===== src/smk_pkg.sv =====
package smk_pkg;

    localparam int DIMS = 4;
    localparam int NUM_REGS = 3 + DIMS;
    localparam int IDX_W = $clog2(NUM_REGS + 1);

    // Register indexes
    localparam logic [IDX_W-1:0] REG_MODE = IDX_W'(0);
    localparam logic [IDX_W-1:0] REG_TAU2 = IDX_W'(1);
    localparam logic [IDX_W-1:0] REG_NUG  = IDX_W'(2);
    localparam logic [IDX_W-1:0] REG_INV0 = IDX_W'(3);

    // Smoothness codes
    localparam logic [1:0] MODE_05 = 2'd0;
    localparam logic [1:0] MODE_15 = 2'd1;
    localparam logic [1:0] MODE_25 = 2'd2;

    // Lane product: |d|^2 (34 bits) * inv (16 bits)
    localparam int LANE_W = 50;
    localparam int ACC_W  = LANE_W + $clog2(DIMS) + 3;
    localparam int TAYLOR_TERMS = 12;
    localparam int SQUARINGS = 8;

endpackage


===== src/smk_lane.sv =====
// One dimension of the distance: difference, square, scale by inverse lengthscale.
module smk_lane (
    input  logic                        i_clk,
    input  logic signed [15:0]          i_a,
    input  logic signed [15:0]          i_b,
    input  logic [15:0]                 i_inv,
    output logic [smk_pkg::LANE_W-1:0]  o_term
);
    logic [16:0] r_ad;
    logic [15:0] r_inv;
    logic [33:0] r_sq;
    logic [15:0] r_inv2;
    logic signed [16:0] w_d;

    assign w_d = 17'(i_a) - 17'(i_b);

    always_ff @(posedge i_clk) begin
        r_ad   <= w_d[16] ? 17'(-w_d) : 17'(w_d);
        r_inv  <= i_inv;
        r_sq   <= 34'(r_ad) * 34'(r_ad);
        r_inv2 <= r_inv;
        o_term <= smk_pkg::LANE_W'(r_sq) * smk_pkg::LANE_W'(r_inv2);
    end
endmodule


===== config.mk =====
export PLATFORM = sky130hd
export DESIGN_NAME = smk_lane
export DESIGN_NICKNAME = d
export VERILOG_FILES = /design/src/smk_pkg.sv /design/src/smk_lane.sv
export SDC_FILE = /design/constraint.sdc
export NUM_CORES = 2
export LEC_CHECK = 0
export BUFFER_PORTS_ARGS = -buffer_cell sky130_fd_sc_hd__buf_4
export CAP_MARGIN = 30
export CORE_ASPECT_RATIO = 0.9
export CORE_MARGIN = 2
export CORE_UTILIZATION = 50
export CTS_CLUSTER_SIZE = 8
export DETAILED_ROUTE_END_ITERATION = 10
export PLACE_DENSITY = 0.66
export SETUP_SLACK_MARGIN = 0.05
export SYNTH_ARGS = -nofsm -noshare
export SYNTH_HDL_FRONTEND = slang
export SYNTH_SLANG_ARGS = --single-unit

===== constraint.sdc =====
create_clock -name i_clk -period 19.6 [get_ports i_clk]
set_input_delay 0.98 -clock i_clk [delete_from_list [all_inputs] [get_ports i_clk]]
set_output_delay 0.98 -clock i_clk [all_outputs]
set_load 0.1 [all_outputs]

# == Yosys cells after proc, flatten, opt, wreduce, memory -nomap -nowiden ==
# Cells that the tools add are included.
# word_totals
in_bits,49
register_bits,133
wordCells,11
# classes
mux,1
addsub,2
n_mul,2
# ops
cell,count
34-bit by 16-bit multiplier with 50-bit output,1
17-bit by 17-bit multiplier with 34-bit output,1
17-bit negator,1
16-bit by 16-bit subtractor with 17-bit output,1
16-bit 2-to-1 mux,1

# == Longest topological paths before layout ==
# depth
depth_word,3
depth_mapped,24
mapped_depth_nobuf,23

# == Worst setup path before layout ==
# OpenSTA, ideal clock, no wires.
# synth_timing
path_type,reg-to-reg
from,register r_sq[27]
to,register o_term[45] (netlist name)
synth_period_minus_slack_ps,6202
required_time_ps,19505
n_path_buf,2
arrival_time_ps,6107
slack_ps,13398
path_stages_with_launch,23
cell_sequence,dfxtp_1 -> clkbuf_1 -> nand2_1 -> fa_1 -> fa_1 -> fa_1 -> inv_1 -> fa_1 -> fa_1 -> inv_1 -> fa_1 -> inv_1 -> ha_1 -> clkbuf_1 -> and3_1 -> nand4_1 -> or4b_1 -> a211oi_1 -> nor3_1 -> o21ai_1 -> a21boi_0 -> nand2b_1 -> a221oi_1
# synth_between
elab_chain_len,1
# synth_rtl
item,line_no,text
from (decl),smk_lane.sv:11,logic [33:0] r_sq;
from (signal assigned),smk_lane.sv:20,r_sq <= 34'(r_ad) * 34'(r_ad);
34-bit by 16-bit multiplier with 50-bit output,smk_lane.sv:22,o_term <= smk_pkg::LANE_W'(r_sq) * smk_pkg::LANE_W'(r_inv2);
to (signal assigned),smk_lane.sv:22,
to (decl),smk_lane.sv:7,output logic [smk_pkg::LANE_W-1:0] o_term
# No other way between the ends.
# A chain may end at the register's enable or synchronous reset.

# == Worst setup path after layout ==
# layout_timing
from,register r_inv2[10]
to,register o_term[36] (netlist name)
# layout_between
elab_chain_len,1
# layout_rtl
item,line_no,text
from (decl),smk_lane.sv:12,logic [15:0] r_inv2;
from (signal assigned),smk_lane.sv:21,r_inv2 <= r_inv;
34-bit by 16-bit multiplier with 50-bit output,smk_lane.sv:22,
# No other way between the ends.

==> reports/metrics.cfg <==
[global_routing]
grtUsageTotal_pct=24.7
antenna_found_initial=0
overflow=0
grt_pass1_wl_um=117000
grt_pass1_vias=22700
grt_max_degree=34

[synthesis]
netlist_area_um2=28900
synth_top_cell_by_area=fa_1
synth_area_per_cell_um2=9.06
synthCells=3185
ys.flop_type=dfxtp_1
synth_warnings=0
ys_types=61
async_flop_share_pct=0
synth_enable_flop_cells=0
ys_seq_elements=132
synth_top_cells_by_area=fa_1, ha_1, inv_1
synth_top_area_share_pct=43.9
yosysSeqAreaShare_pct=9.16

[placement]
detailed_place.area_um2=30300
place_hpwl_um=55600
io_buffers=98
finalWeightedCongestion=0.908

[finish]
design_area_um2=30900
n_antenna_cell=0
final_nets=4134
drive_gt1_share_pct=5.04
areaGrowthSynthToFinish_pct=6.99

[drt]
ant_nets=0
drt_iter0_drc=1294
wl_um=70600
avgViaCountPerCell=5.32
num_vias=21200
route.detailed.drc=0
wire_per_inst_um=17.7
drt_first_pass_iters=6

[worst_setup_path]
crit_arrival_ns=7.80
path_max_fanout=33
worstSetupPathType=register to register
cp.required_ns=19.95
endpoint_kind=register
crit_path_start_kind=register
r2r_slack_ns=12.15

[flow_run]
max-cap-violations=0

[cts]
htreeDepth=4
postCtsSetupBuffers=0
clock_latency_ns=0.48
cts_tree=done
path_clk_slew_ns=0.06
cts_root_buf=clkbuf_16
cts.sinks=132
clockBufferDepth=2
cts_hold_buf=0
cts-resized-gates=0
numCtsBuffers=17

[sta]
rsz0062_at_grt=no
slew_headroom_pct=31.6
post-route-period-util_pct=38.0
fin_skew_ns=0.0230
fin_crit_ns=7.45
finalSetupTns_ns=0
drv_slew=0
max_slew.worst_pin.slew_ns=1.02
fmax_mhz=134
hold_viol=0
setup_viol=0

[floorplan]
fp.coreArea_um2=57000
initial_core_util_pct=50.6
die_h_um=232
io_pins=99
fp.dieW_um=257
num_rows=83
die-area_um2=59600

[min_path]
hold_path.class=register to register

[status]
outcome=finished, final reports clean

==> synthesized netlist by cell type, types with 7 or more instances <==
cell type and count:
a211oi_1 13, a21o_1 45, a21oi_1 91, a31oi_1 10
and2_1 274, and3_1 13, clkbuf_1 121, dfxtp_1 132
fa_1 632, ha_1 250, inv_1 775, nand2_1 435
nand2b_1 12, nand3_1 14, nand4_1 13, nor2_1 67
nor2b_1 18, nor3_1 7, o211ai_1 9, o21a_1 16
o21ai_0 46, o21bai_1 7, xnor2_1 63, xor2_1 44
==> worst paths after layout <==
check / cells after the start / endpoint / startpoint
worst max-delay path: 20 / o_term[36] / r_inv2[10]
worst min-delay path: 0 / r_inv2[11] / r_inv[11]
worst max register to register: 20 / o_term[36] / r_inv2[10]
worst min register to register: 0 / r_inv2[11] / r_inv[11]
==> stage by stage <==
stage | hold slack (ns) | setup WS (ns) | cells | util [%]
final | 0.320 | 12.15 | 3981 | 54.1
after global routing | 0.322 | 11.79 | 3981 | 54.1
after CTS | 0.321 | 12.26 | 3981 | 54.1
after detailed placement | 0.313 | 12.29 | 3949 | 53.1
after global placement | 0.313 | 12.37 | 3948 | 53.0
after floorplan | 0.310 | 13.40 | 3191 | -
==> cell type report <==
cell class              count  area [µm²]
well taps                 765         957
multi-input cells        2160       22900
flip-flops and latches    132        2650
clock buffers              18         439
fillers                  5077       26100
clock inverters            14         164
inverters                 775        2910
repair buffers            117         898
==> sequential cells by signal (all words and copies together), names as in the netlist <==
name,count
o_term,50
r_inv,16
r_sq,33
r_ad,17
r_inv2,16
==> critical path, stage by stage (launching register included) <==
cell      delay (ns)
dfxtp_2         0.95
nand2_1         0.20
fa_1            0.58
inv_1           0.05
fa_1            0.59
fa_1            0.46
fa_1            0.47
fa_1            0.50
inv_1           0.05
fa_1            0.47
inv_1           0.04
ha_1            0.41
o211ai_1        0.14
a21oi_1         0.21
o21ai_0         0.14
a21o_1          0.20
o21ai_0         0.44
a21oi_1         0.24
o31ai_1         0.81
a31oi_1         0.22
xnor2_1         0.17
==> placed cells by master (no fill, tap or decap), types with 44 or more instances in the layout <==
cell	count
ha_1	250
fa_1	632
xnor2_1	63
a21oi_1	91
o21ai_0	46
nand2_1	435
a21o_1	45
buf_4	116
inv_1	775
xor2_1	44
and2_1	274
dfxtp_1	129
nor2_1	67
==> cells by family (layout without fill, tap and decap cells) <==
family,Yosys count,in the layout,share of synthesized area [%]
DFF,132,132,9.16
buffers and inverters,899,924,11.7
AOI/OAI and AO/OA,284,284,6.35
and+or+nand+nor,875,875,14.7
muxes,4,4,0.152
other,2,8,0.0260
adders and majority gates,882,882,54.7
xor gates and xnor gates,107,107,3.25
==> metal layers <==
layer	up-vias	GRT usage [%]	wire length (µm)
met1	10800	31.9	29500
met2	759	42.7	34800
met4	0	7.94	2000
met3	145	3.93	4230
li1	9469	-	-
met5	-	0	0
Power is left out: the tool's default activity adds up to more than one toggle a clock period on the data nets, which glitch-free logic cannot reach.
