## src/smk_sqrt.sv

```systemverilog
// Pipelined integer square root of a 48-bit value, one result bit per stage.
module smk_sqrt (
    input  logic                i_clk,
    input  logic [47:0]         i_v,
    output logic [23:0]         o_root
);
    localparam int IN_W = 48;
    localparam int OW = IN_W / 2;
    logic [IN_W-1:0] r_rem  [OW+1];
    logic [OW-1:0]   r_res  [OW+1];

    always_comb begin
        r_rem[0] = i_v;
        r_res[0] = '0;
    end

    for (genvar g = 0; g < OW; g++) begin : g_stage
        localparam int B = OW - 1 - g;
        logic [IN_W+1:0] w_trial;
        assign w_trial = ((IN_W+2)'(r_res[g]) << (B + 1)) + ((IN_W+2)'(1) << (2 * B));
        always_ff @(posedge i_clk) begin
            if ((IN_W+2)'(r_rem[g]) >= w_trial) begin
                r_rem[g+1] <= IN_W'((IN_W+2)'(r_rem[g]) - w_trial);
                r_res[g+1] <= r_res[g] | (OW'(1) << B);
            end else begin
                r_rem[g+1] <= r_rem[g];
                r_res[g+1] <= r_res[g];
            end
        end
    end

    assign o_root = r_res[OW];
endmodule

```

## config.mk

```make
export PLATFORM = sky130hd
export DESIGN_NAME = smk_sqrt
export DESIGN_NICKNAME = d
export VERILOG_FILES = /design/src/smk_sqrt.sv
export SDC_FILE = /design/constraint.sdc
export NUM_CORES = 2
export LEC_CHECK = 0
export BUFFER_PORTS_ARGS = -buffer_cell sky130_fd_sc_hd__buf_2
export CAP_MARGIN = 20
export CELL_PAD_IN_SITES_DETAIL_PLACEMENT = 0
export CELL_PAD_IN_SITES_GLOBAL_PLACEMENT = 1
export CORE_UTILIZATION = 50
export CTS_CLUSTER_SIZE = 14
export DETAILED_ROUTE_END_ITERATION = 10
export PLACE_DENSITY = 0.83
export SYNTH_ARGS = -nofsm -noshare
export SYNTH_HDL_FRONTEND = slang
export SYNTH_SLANG_ARGS = --single-unit
```

## constraint.sdc

```tcl
create_clock -name i_clk -period 3.3 [get_ports i_clk]
set_input_delay 0.66 -clock i_clk [delete_from_list [all_inputs] [get_ports i_clk]]
set_output_delay 0.66 -clock i_clk [all_outputs]
set_load 0.02 [all_outputs]
```

---- Yosys cells after proc, flatten, opt, wreduce, memory -nomap -nowiden ----
Index checks and enable logic that the tools add are counted.
word-level totals
  register bits ........................... 1680
  logic and storage cells ................. 164
  output and inout port bits .............. 24
operators by class
  $lt $le $gt $ge ......................... 24
  multiplexer cells ....................... 24
  $add $sub $neg .......................... 46
operators by type and width
  kind                      number
  $mux W48                  23
  $add A47 B45 Y48 const B  1
  $ge A48 B26 Y1            1
  $ge A48 B27 Y1            1
  $ge A48 B28 Y1            1
  $ge A48 B29 Y1            1
  $ge A48 B30 Y1            1
  $ge A48 B31 Y1            1
  $ge A48 B32 Y1            1
  $ge A48 B33 Y1            1
  $ge A48 B34 Y1            1
  $ge A48 B35 Y1            1
  $ge A48 B36 Y1            1
  $ge A48 B37 Y1            1
  $ge A48 B38 Y1            1
  $ge A48 B39 Y1            1
  $ge A48 B40 Y1            1
  $ge A48 B41 Y1            1
  $ge A48 B42 Y1            1
  $ge A48 B43 Y1            1
  $ge A48 B44 Y1            1
  $ge A48 B45 Y1            1
  $ge A48 B46 Y1            1
  $ge A48 B47 Y1            1
  48 further kinds          48

---- Logic depth before layout (Yosys ltp) ----
  depth in word-level cells ............... 3
  depth in mapped cells ................... 13

---- Least setup slack after synthesis ----
OpenSTA, ideal clock, no wires.
  path type ............................... register to register
  start ................................... reg r_res[111] (netlist bit)
  end ..................................... reg r_rem[180] (netlist bit)
  stages on the path, launching flop included .. 13
  path slack .............................. 0.500 ns
  required time ........................... 3.166 ns
  library setup time ...................... 0.134 ns
  clock period less this slack ............ 2.800 ns
  path buffers ............................ 2
  arrival ................................. 2.666 ns
  cell sequence ........................... dfxtp_1 -> inv_1 -> ha_1 -> clkbuf_1 -> a21o_1 -> o21ba_2 -> o221ai_1 -> a2111oi_0 -> a31o_2 -> buf_2 -> a211o_1 -> nor4_1 -> xor2_1
between the ends
  longest elaborated chain between the ends .. 3
  elaborated cells between the ends (all ways) .. 4
RTL lines
  what                                                line    text
  from (decl)                                         10      logic [OW-1:0] r_res [OW+1];
  from (signal, indexed assignment)                   24      r_res[g+1] <= r_res[g] | (OW'(1) << B);
  from (signal, indexed assignment)                   27      r_res[g+1] <= r_res[g];
  $add A28 B7 Y29 *                                   20      assign w_trial = ((IN_W+2)'(r_res[g]) << (B + 1)) + ((IN_W+2)'(1) << (2 * B));
  $sub A48 B29 Y48 or $ge A48 B29 Y1 (tied branches)  23, 22
  $mux W48 *                                          22      if ((IN_W+2)'(r_rem[g]) >= w_trial) begin
  to (signal, indexed assignment)                     23      r_rem[g+1] <= IN_W'((IN_W+2)'(r_rem[g]) - w_trial);
  to (signal, indexed assignment)                     26      r_rem[g+1] <= r_rem[g];
  to (decl)                                           9       logic [IN_W-1:0] r_rem [OW+1];
Every way passes the cells marked *; elsewhere a longest branch is shown, timed or not.
A chain may end at the register's enable or synchronous reset.

---- Final worst setup path ----
  start ................................... reg r_res[95] (netlist bit)
  end ..................................... reg r_rem[131] (netlist bit)
between the ends
  longest elaborated chain between the ends .. 3
  elaborated cells between the ends (all ways) .. 4
RTL lines
  what                                                line
  $add A27 B5 Y28 *                                   20
  $sub A48 B28 Y48 or $ge A48 B28 Y1 (tied branches)  23, 22
  $mux W48 *                                          22
Marked as above.

==> results.json <==
{
  "run_status": "complete, no violations",
  "synth-async-reset-ratio_pct": 0,
  "gr-total-overflow": 0,
  "ys.flop_type": "dfxtp_1",
  "critical_path.most_common_cell": "buf_4",
  "fin_crit_ns": 3.18,
  "clk_latency_ns": 0.77,
  "clockBufferDepth": 3,
  "synth_edf_count": 0,
  "crit_arrival_ns": 3.85,
  "synthDistinctLibCells": 88,
  "fillCellCount": 9018,
  "synthMuxAreaShare_pct": 1.12,
  "cts.sinks": 1404,
  "final.setup.worst_slack_ns": 0.124,
  "pre_cts_slack_ns": -0.250,
  "die_h_um": 328,
  "vdd_ir_drop_max_v": 0.000545,
  "grt_max_degree": 48,
  "power.density_nw_per_um2": 904,
  "max_slew_margin_pct": 47.1,
  "dp_hpwl_mm": 91.6,
  "critPathKind": "flop to flop",
  "period_share_pct": 96.2,
  "met1Wirelength_mm": 54.5,
  "grt_pass1_vias": 37132,
  "antenna_found_initial": 3,
  "post-route-drc-count": 0,
  "hold_viol": 0,
  "dr.pass1.iters": 5,
  "cp_num_buf_inv": 4,
  "initial_core_util_pct": 50.6,
  "clock.fmax_mhz": 315,
  "crit_fanout": 11,
  "maxCapViolCount": 0,
  "grtUsageTotal_pct": 22.1,
  "die_x_um": 328,
  "avgSynthCellArea_um2": 10.0,
  "drive_gt1_share_pct": 9.15,
  "required_ns": 3.98,
  "numPortBuffers": 72,
  "pin_count": 73,
  "critical-path-top-delay-family": "simple AND/OR/NAND/NOR gates",
  "cp-end-kind": "flop",
  "synthSimpleGateAreaFrac_pct": 15.5,
  "syn_inst": 5306,
  "path_cells": "inv_1 -> ha_1 -> nand4b_1 -> nor4_2 -> buf_4 -> nand4_1 -> buf_4 -> nand3_1 -> nor3b_2 -> nor2b_1 -> buf_4 -> nor4bb_1 -> xor2_1",
  "die-area_um2": 108000,
  "std_cell_rows": 119,
  "synthesis.area_um2": 53300,
  "vias": 37386,
  "ys_ff_latch": 1404,
  "drv_slew": 0,
  "cts-root-buf": "clkbuf_16",
  "cts_tree": "built",
  "setup_viol": 0,
  "final_net_count": 5940,
  "rsz0062_at_grt": "no",
  "min_path_type": "input pin to flop",
  "place_congestion": 0.904,
  "routed_wl_mm": 120,
  "cp-start-kind": "flop",
  "highest_layer": "met4",
  "postRouteAntennaNets": 0,
  "synth_fa_ha_area_share_pct": 7.56,
  "wl_per_cell_um": 17.0,
  "drtIter0Drc": 2060,
  "core_region_area_um2": 105000,
  "met2_length_mm": 58.9,
  "synth-compound-area-share_pct": 11.8,
  "vias_per_cell": 5.29,
  "met3_length_mm": 3.79,
  "yosysWarnings": 0,
  "synth_nets": 5677,
  "synth_top_family_by_area": "simple AND/OR/NAND/NOR gates",
  "grt_pass1_wl_mm": 192,
  "critPathSlowestCell": "nor4_2",
  "worstMarginPinSlew_ns": 0.787,
  "cts_made_buffers": 143,
  "synth_seq_area_share_pct": 52.7,
  "htree_levels": 4,
  "cts.reportedPaths.clkPinSlew_ns": 0.06,
  "synthXorXnorAreaFrac_pct": 7.79,
  "p_leak_nw": 27.7,
  "critPathMaxStageDelay_ns": 0.41,
  "clock-skew-final_ns": 0.0510,
  "syn_to_final_growth_pct": 15.1,
  "p_total_w": 0.0555
}
==> state kept, by name, indices dropped and copies added, names as in the netlist <==
register,cells
o_root,24
r_rem,1104
r_res,276
==> synthesized netlist by cell type (all sizes together), types with 18 or more instances <==
| cell type | n | share of area, % |
|---|---|---|
| dfxtp | 1404 | 53 |
| inv | 396 | 2.8 |
| nand2 | 334 | 2.4 |
| ha | 322 | 7.6 |
| nor2 | 319 | 2.2 |
| a21oi | 294 | 2.8 |
| o21ai | 266 | 2.5 |
| xnor2 | 253 | 4.2 |
| xor2 | 221 | 3.6 |
| nor4 | 184 | 2.2 |
| nor3 | 148 | 1.4 |
| a21o | 101 | 1.4 |
| nand3 | 92 | 0.86 |
| nand4 | 79 | 0.93 |
| nand2b | 72 | 0.85 |
| clkbuf | 71 | 0.50 |
| o21a | 56 | 0.79 |
| or3 | 48 | 0.56 |
| mux2 | 44 | 0.93 |
| nor2b | 42 | 0.49 |
| nor4b | 41 | 0.70 |
| a211oi | 39 | 0.55 |
| o31ai | 36 | 0.51 |
| or4 | 34 | 0.49 |
| buf | 30 | 0.27 |
| o211ai | 27 | 0.41 |
| or2 | 26 | 0.31 |
| a31oi | 23 | 0.27 |
| o21bai | 23 | 0.32 |
| and3 | 21 | 0.25 |
| nand3b | 20 | 0.28 |
| and2 | 18 | 0.21 |
==> kinds of logic after synthesis <==
logic type | Yosys count
fa+ha+maj | 322
xor+xnor | 474
buf+inv | 497
mux | 54
flops | 1404
simple gates | 1556
compound gates | 999
==> metal layers <==
layer,up-vias,GRT usage (%)
met3,203,3.33
met2,588,38.8
met5,-,0
met4,0,7.00
li1,19068,-
met1,17527,27.6
==> metrics by stage <==
stage | setup TNS (ns) | hold WS [ns] | std cells | util [%] | cell area, um^2
after floorplan | 0 | 0.322 | 5306 | - | 53300
after global placement | -8.18 | 0.326 | 6765 | 52.9 | 55800
after detailed placement | -1.86 | 0.328 | 6766 | 52.9 | 55800
after CTS | 0 | 0.105 | 7062 | 58.1 | 61200
after global routing | 0 | 0.180 | 7065 | 58.2 | 61300
final | 0 | 0.157 | 7065 | 58.2 | 61300
==> power by group <==
part	switching (W)	internal, W
clock network	0.00679	0.00960
logic	0.00794	0.00671
registers	0.00338	0.0210
==> layout by cell type (no fill, tap or decap), types with 23 or more instances in the layout <==
cell type and count:
a211oi_1 38, a21o_1 101, a21oi_1 293, buf_2 73
buf_4 95, clkbuf_1 26, clkbuf_16 143, clkbuf_8 31
dfxtp_1 1403, dlygate4sd3_1 46, ha_1 322, inv_1 393
mux2_2 44, nand2_1 334, nand2b_1 72, nand3_1 92
nand4_1 79, nor2_1 318, nor2b_1 42, nor3_1 146
nor4_1 174, nor4b_1 39, o211ai_1 26, o21a_1 56
o21ai_0 264, o21bai_1 23, o31ai_1 34, or2_2 24
or3_1 48, or4_1 33, xnor2_1 253, xor2_1 221
==> timing repair <==
action | CTS | global route
gates resized for setup | 4 | 17
setup buffers | 1 | 2
hold endpoints to repair | 46 | 0
pin swaps | 1 | 4
gates cloned | 0 | 0
hold buffers | 46 | 0
endpoints found under the setup margin | 23 | 58
==> final timing paths <==
| path | cells after the start | start | slack (ns) | to |
|---|---|---|---|---|
| worst max-delay path | 13 | r_res[95] | 0.12 | r_rem[131] |
| worst min-delay path | 3 | i_v[47] | 0.16 | r_rem[1151] |
| worst max register to register | 13 | r_res[95] | 0.12 | r_rem[131] |
| worst min register to register | 0 | r_rem[347] | 0.33 | r_rem[299] |
==> layout make-up <==
class,instances,area [um^2],share of cell area (%)
Tap cell,1391,1740,2.84
Antenna cell,1,2.50,0.00408
Clock buffer,200,4100,6.69
Clock inverter,49,827,1.35
Multi-Input combinational cell,3405,23400,38.2
Sequential cell,1404,28100,45.8
Timing Repair Buffer,219,1630,2.66
Inverter,396,1490,2.42
==> tightest hold or removal path: stages <==
cell and delay, ns:
buf_2 0.09, nor2_1 0.04, a21oi_1 0.10
(Power assumes the default switching activity.)
